===== config.mk =====
export PLATFORM = sky130hd
export DESIGN_NAME = jvs_request_framer
export DESIGN_NICKNAME = d
export VERILOG_FILES = /design/src/sv/jrf_pkg.sv /design/src/sv/jrf_frame_core.sv /design/src/sv/jvs_request_framer.sv
export SDC_FILE = /design/constraint.sdc
export NUM_CORES = 1
export LEC_CHECK = 0
export BUFFER_PORTS_ARGS = -buffer_cell sky130_fd_sc_hd__buf_2
export CAP_MARGIN = 15
export CORE_AREA = 2 2 178 93
export CTS_CLUSTER_DIAMETER = 150
export DETAILED_ROUTE_END_ITERATION = 12
export DIE_AREA = 0 0 180 95
export HOLD_SLACK_MARGIN = 0.05
export REMOVE_ABC_BUFFERS = 1
export SYNTH_ARGS = -nofsm -noshare
export SYNTH_HDL_FRONTEND = slang
export SYNTH_SLANG_ARGS = --single-unit

===== constraint.sdc =====
create_clock -name clk -period 3.05 [get_ports clk]
set_input_delay 0.1525 -clock clk [delete_from_list [all_inputs] [get_ports clk]]
set_output_delay 0.1525 -clock clk [all_outputs]
set_load 0.005 [all_outputs]

===== src/sv/jrf_pkg.sv =====
// Shared types and constants for the request framer.
// No dependencies; imported by jrf_frame_core and the jvs_request_framer top.
package jrf_pkg;

	localparam logic [7:0] SYNC_RESET   = 8'hE0;
	localparam logic [7:0] ESCAPE_RESET = 8'hD0;

	// request kinds carried on tuser
	localparam logic OP_START = 1'b0;
	localparam logic OP_DATA  = 1'b1;

	// register byte addresses (decoded on paddr[2])
	localparam logic REG_SYNC   = 1'b0;
	localparam logic REG_ESCAPE = 1'b1;

	localparam int MAX_BYTES = 4;

	// line bytes produced by one request, lowest index goes out first
	typedef struct packed {
		logic [MAX_BYTES-1:0][7:0] bytes;
		logic [2:0]                count;  // 0..4
		logic                      cksum;  // last byte is the frame checksum
	} jrf_batch_t;

endpackage


===== src/sv/jrf_frame_core.sv =====
// Frame state (bytes left, running checksum, open flag) and the logic that
// turns one request into its batch of line bytes. Depends on jrf_pkg.
module jrf_frame_core import jrf_pkg::*; (
	input  logic       clk,
	input  logic       arst_n,
	input  logic       take,
	input  logic       opcode,
	input  logic [7:0] dest_node,
	input  logic [7:0] payload_count,
	input  logic [7:0] payload_byte,
	input  logic [7:0] sync_value,
	input  logic [7:0] escape_value,
	output jrf_batch_t batch
);

	logic [7:0] bytes_left_q;
	logic [7:0] running_sum_q;
	logic       frame_open_q;

	logic [7:0] bytes_left_d;
	logic [7:0] running_sum_d;
	logic       frame_open_d;
	logic [7:0] len;
	logic       esc_hit;
	logic       closing;

	always_comb begin
		bytes_left_d  = bytes_left_q;
		running_sum_d = running_sum_q;
		frame_open_d  = frame_open_q;
		batch         = '0;
		len           = payload_count + 8'd1;
		esc_hit       = (payload_byte == sync_value) || (payload_byte == escape_value);
		closing       = 1'b0;
		if (opcode == OP_START) begin
			running_sum_d  = dest_node + len;
			bytes_left_d   = payload_count;
			closing        = (payload_count == 8'd0);
			frame_open_d   = !closing;
			batch.bytes[0] = sync_value;
			batch.bytes[1] = dest_node;
			batch.bytes[2] = len;
			batch.bytes[3] = running_sum_d;
			batch.count    = closing ? 3'd4 : 3'd3;
			batch.cksum    = closing;
		end else if (frame_open_q) begin
			running_sum_d = running_sum_q + payload_byte;
			bytes_left_d  = bytes_left_q - 8'd1;
			closing       = (bytes_left_d == 8'd0);
			frame_open_d  = !closing;
			if (esc_hit) begin
				batch.bytes[0] = escape_value;
				batch.bytes[1] = payload_byte - 8'd1;
				batch.bytes[2] = running_sum_d;
				batch.count    = closing ? 3'd3 : 3'd2;
			end else begin
				batch.bytes[0] = payload_byte;
				batch.bytes[1] = running_sum_d;
				batch.count    = closing ? 3'd2 : 3'd1;
			end
			batch.cksum = closing;
		end
	end

	always_ff @(posedge clk or negedge arst_n) begin
		if (!arst_n) begin
			bytes_left_q  <= '0;
			running_sum_q <= '0;
			frame_open_q  <= 1'b0;
		end else if (take) begin
			bytes_left_q  <= bytes_left_d;
			running_sum_q <= running_sum_d;
			frame_open_q  <= frame_open_d;
		end
	end

endmodule


===== src/sv/jvs_request_framer.sv =====
// Top level of the request framer: register port, request intake and the
// line byte serializer. Depends on jrf_pkg and jrf_frame_core.
//
// Usage:
//  - s_* stream takes requests. tuser = opcode (start or data); tdata holds
//    dest_node, payload_count and payload_byte. A start request opens a
//    frame (sync, destination, length + 1); a data request adds one payload
//    byte, escaped when it equals sync or escape. The checksum follows the
//    final payload byte, or the length byte when payload_count is 0.
//  - m_* stream gives one line byte per transfer. tuser marks the checksum
//    byte, tlast marks the last byte caused by a request.
//  - APB port: sync_value at 0x0, escape_value at 0x4. Write only while idle.
// Output: the byte batch of an accepted request is registered in batch_s1 and driven from there.
// Throughput: one line byte per cycle while m_tready is high; a request makes
// 1 to 4 bytes, and the next request is taken in the cycle the last byte of
// the current one is taken. A data request with no open frame makes no byte
// and is simply absorbed.
// Reset: both registers return to their defaults, no frame is open and the
// output holds nothing. A stalled receiver holds the current byte, and
// s_tready stays low until its final byte is taken.
module jvs_request_framer import jrf_pkg::*; (
	input  logic        clk,
	input  logic        arst_n,
	// request input
	input  logic        s_tvalid,
	output logic        s_tready,
	input  logic [23:0] s_tdata,   // [7:0] dest_node, [15:8] payload_count, [23:16] payload_byte
	input  logic        s_tuser,   // [0] opcode
	// line byte output
	output logic        m_tvalid,
	input  logic        m_tready,
	output logic [7:0]  m_tdata,   // [7:0] line_byte
	output logic        m_tuser,   // [0] frame_end
	output logic        m_tlast,   // run_last
	// register port
	input  logic        psel,
	input  logic        penable,
	input  logic        pwrite,
	input  logic [2:0]  paddr,
	input  logic [31:0] pwdata,
	output logic [31:0] prdata,
	output logic        pready
);

	logic [7:0] sync_q;
	logic [7:0] escape_q;

	jrf_batch_t batch_nxt;
	jrf_batch_t batch_s1;   // bytes waiting on the line
	logic       valid_q;
	logic [1:0] idx_q;      // byte of batch_s1 now on m_tdata
	logic       take;
	logic       last_byte;
	logic       wr_en;

	// --- register port ---
	assign pready = 1'b1;
	assign wr_en  = psel && penable && pwrite && pready;

	always_ff @(posedge clk or negedge arst_n) begin
		if (!arst_n) begin
			sync_q   <= SYNC_RESET;
			escape_q <= ESCAPE_RESET;
		end else if (wr_en) begin
			if (paddr[2] == REG_SYNC)
				sync_q <= pwdata[7:0];
			else
				escape_q <= pwdata[7:0];
		end
	end

	assign prdata = {24'd0, (paddr[2] == REG_ESCAPE) ? escape_q : sync_q};

	// --- request intake ---
	// Ready whenever the serializer is empty or hands off its final byte now.
	assign last_byte = ({1'b0, idx_q} == (batch_s1.count - 3'd1));
	assign s_tready  = !valid_q || (m_tready && last_byte);
	assign take      = s_tvalid && s_tready;

	jrf_frame_core u_core (
		.clk           (clk),
		.arst_n        (arst_n),
		.take          (take),
		.opcode        (s_tuser),
		.dest_node     (s_tdata[7:0]),
		.payload_count (s_tdata[15:8]),
		.payload_byte  (s_tdata[23:16]),
		.sync_value    (sync_q),
		.escape_value  (escape_q),
		.batch         (batch_nxt)
	);

	// --- serializer ---
	always_ff @(posedge clk or negedge arst_n) begin
		if (!arst_n) begin
			valid_q <= 1'b0;
			idx_q   <= '0;
		end else if (take) begin
			valid_q <= (batch_nxt.count != 3'd0);
			idx_q   <= '0;
		end else if (valid_q && m_tready) begin
			if (last_byte)
				valid_q <= 1'b0;
			else
				idx_q <= idx_q + 2'd1;
		end
	end

	// payload only, no reset needed
	always_ff @(posedge clk) begin
		if (take)
			batch_s1 <= batch_nxt;
	end

	assign m_tvalid = valid_q;
	assign m_tdata  = batch_s1.bytes[idx_q];
	assign m_tlast  = last_byte;
	assign m_tuser  = batch_s1.cksum && last_byte;

	// --- checks ---
	a_batch_nonempty: assert property (@(posedge clk) disable iff (!arst_n)
		valid_q |-> (batch_s1.count != 3'd0))
		else $error("serializer holds an empty batch");

	a_idx_in_range: assert property (@(posedge clk) disable iff (!arst_n)
		valid_q |-> ({1'b0, idx_q} < batch_s1.count))
		else $error("byte index past end of batch");

	a_idle_ready: assert property (@(posedge clk) disable iff (!arst_n)
		!valid_q |-> s_tready)
		else $error("idle serializer refuses requests");

	a_stall_holds: assert property (@(posedge clk) disable iff (!arst_n)
		(valid_q && !m_tready) |=> (valid_q && $stable(idx_q)))
		else $error("byte advanced while receiver stalled");

endmodule

==> flow_summary.json <==
{
  "clkSinkCount": 72,
  "required_ns": 3.27,
  "synth-seq-cells": 72,
  "wl_um": 14100,
  "cts_root_buf": "clkbuf_16",
  "synthTopCellsByArea": "edfxtp_1 (22%), dfrtp_1 (15%), ha_1 (5.5%), xnor2_1 (4.7%), mux2_2 (4.1%)",
  "dp.cells": 749,
  "final_antenna_net_count": 0,
  "layout_min_cycle_time_ns": 2.58,
  "hold_viol_final": 0,
  "grt_pass1_vias": 3742,
  "crit_type": "flop to flop",
  "synth_edf_count": 36,
  "timing.hold.ws_ns": 0.0598,
  "coreArea_um2": 15700,
  "worst_r2r_path_depth": 8,
  "wl_per_cell_um": 18.4,
  "cp_max_fo": 15,
  "drt-pass1-iter-count": 4,
  "yosysMostFrequentCell": "nand2_1",
  "r2r_start": "batch_s1[1]",
  "yosys_warnings": 0,
  "final_area_um2": 5760,
  "synth.distinct_cells": 59,
  "initial_utilization_pct": 31.8,
  "avgViaCountPerCell": 5.16,
  "cts_tree": "built",
  "area_delta_synth_final_pct": 15.3,
  "power_density_nw_per_um2": 801,
  "grt-ovfl-total": 0,
  "grt_use_met2_pct": 21.8,
  "clkTransAtPathRegs_ns": 0.06,
  "reg2reg_slack_ns": 0.47,
  "synth_seq_area_share_pct": 39.8,
  "rsz0062_at_grt": "no",
  "hold_buffers": 1,
  "cap_violations": 0,
  "grt_max_degree": 42,
  "drive_gt1_share_pct": 22.1,
  "placementRows": 33,
  "finalCritPeriodShare_pct": 84.7,
  "worst_hold_path.num_cells": 2,
  "synth_common_cells": "nand2_1 (39), edfxtp_1 (36), inv_1 (33), o21ai_0 (33), dfrtp_1 (30)",
  "min_delay_worst_endpoint": "sync_q[5]",
  "layout_setup_ws_ns": 0.468,
  "ios": 112,
  "fp.dieH_um": 95,
  "grt.met1_usage_pct": 27.1,
  "grt_pass1_wl_um": 21600,
  "nets": 642,
  "routabilityCongestion": 0.862,
  "drt_iter0_markers": 305,
  "drc": 0,
  "min-delay-start": "pwdata[5]",
  "cts_setup_buffers": 0,
  "fp.dieArea_um2": 17100,
  "setup.worst_path.end_class": "flop",
  "worstPathArrival_ns": 2.80,
  "hold_class": "input pin to flop",
  "insertion_delay_ns": 0.34,
  "post-route-util_pct": 36.6,
  "portBuffers": 60,
  "fin_cells": 766,
  "fp.dieW_um": 180,
  "power.total_mw": 4.61,
  "outcome": "finished clean",
  "busiest_layer": "met1",
  "clk_path_buf_depth": 2,
  "drv_slew": 0,
  "htreeDepth": 3,
  "finalSetupViolCount": 0,
  "yosysTopAreaCell": "edfxtp_1",
  "met3_usage_pct": 4.67,
  "vias": 3954,
  "syn_inst": 498,
  "pre_cts_ws_ns": 0.457,
  "antennaDiodeCount": 0,
  "cts_buffers": 9,
  "syn_avg_cell_area_um2": 10.0,
  "tns_ns": 0,
  "antenna_found_initial": 0,
  "startpoint_type": "flop",
  "synthArstFlopShare_pct": 50.0,
  "rr_endpoint": "u_core.bytes_left_q[3]",
  "synth_flop_cell": "edfxtp_1",
  "dp_hpwl_um": 10700,
  "fin_skew_ns": 0.00875,
  "ctsResizeCount": 0,
  "max-vdd-ir-drop_v": 0.000264,
  "placedInstanceArea_um2": 5430,
  "relSlewSlack_pct": 36.3,
  "synth_top_area_share_pct": 21.6,
  "tightest_slew_ns": 0.955,
  "fmax_ghz": 0.387,
  "grt_use_total_pct": 16.9,
  "syn-cell-area_um2": 5000,
  "p_leak_nw": 2.35
}
flip-flops by register name (all words and copies together) (netlist names):
register              count
sync_q                    8
idx_q                     2
u_core.running_sum_q      8
escape_q                  8
u_core.bytes_left_q       8
u_core.frame_open_q       1
batch_s1                 36
m_tvalid                  1
cell usage in the layout, fill, tap and decap left out, types with 7 or more instances in the layout:
cell,n
buf_2,60
clkbuf_16,9
a21o_1,7
o21ai_0,33
inv_1,33
o2bb2ai_1,9
nand3_1,11
nor2_1,21
conb_1,25
mux2i_1,19
o22ai_1,12
xnor2_1,27
xor2_1,12
mux4_2,8
edfxtp_1,36
ha_1,22
nor3_1,8
nand2_1,39
dfrtp_1,30
buf_4,10
mux2_2,18
a21oi_1,21
worst max path at each step:
stage / start / endpoint / slack [ns] / cells past startpoint
3_5_place_dp: s_tdata[8] / u_core.running_sum_q[5] / 0.46 / 9
3_3_place_gp: s_tdata[8] / u_core.running_sum_q[5] / 0.47 / 9
4_1_cts: batch_s1[1] / u_core.bytes_left_q[7] / 0.49 / 8
5_1_grt: batch_s1[1] / u_core.bytes_left_q[7] / 0.35 / 8
2_1_floorplan: escape_q[4] / batch_s1[1] / 0.18 / 6
6_report: batch_s1[1] / u_core.bytes_left_q[3] / 0.47 / 8
kinds of logic after synthesis:
logic type	share of synthesized area, %
DFF	39.8
AOI/OAI and AO/OA	15.1
muxes	11.5
buffers and inverters	8.51
and+or+nand+nor	11.3
other	0.150
adders and majority gates	6.31
xor gates and xnor gates	7.29
critical path: stages (launching register included):
cell and delay, ns:
edfxtp_1 0.38, inv_1 0.05, ha_1 0.30, xnor2_1 0.14
o41a_1 0.43, or3_1 0.60, buf_4 0.28, o21ai_0 0.19
o21ai_1 0.09
routing by layer:
metal	wire [um]	vias to the layer above
met3	1030	8
met1	7610	1935
met4	63	0
met5	0	-
met2	5420	142
li1	-	1869
cell type report:
type | instances | area, um^2
Fill cell | 1585 | 9970
Multi-Input combinational cell | 364 | 2670
Sequential cell | 72 | 1990
Timing Repair Buffer | 71 | 385
Tap cell | 210 | 263
Clock buffer | 11 | 243
Inverter | 33 | 124
Clock inverter | 5 | 80.1
where the power goes:
| part | switching, mW | internal, mW |
|---|---|---|
| sequential | 0.226 | 1.36 |
| clock | 0.417 | 0.739 |
| combinational | 1.05 | 0.822 |
| total | 1.69 | 2.92 |
(Power assumes the default switching activity.)
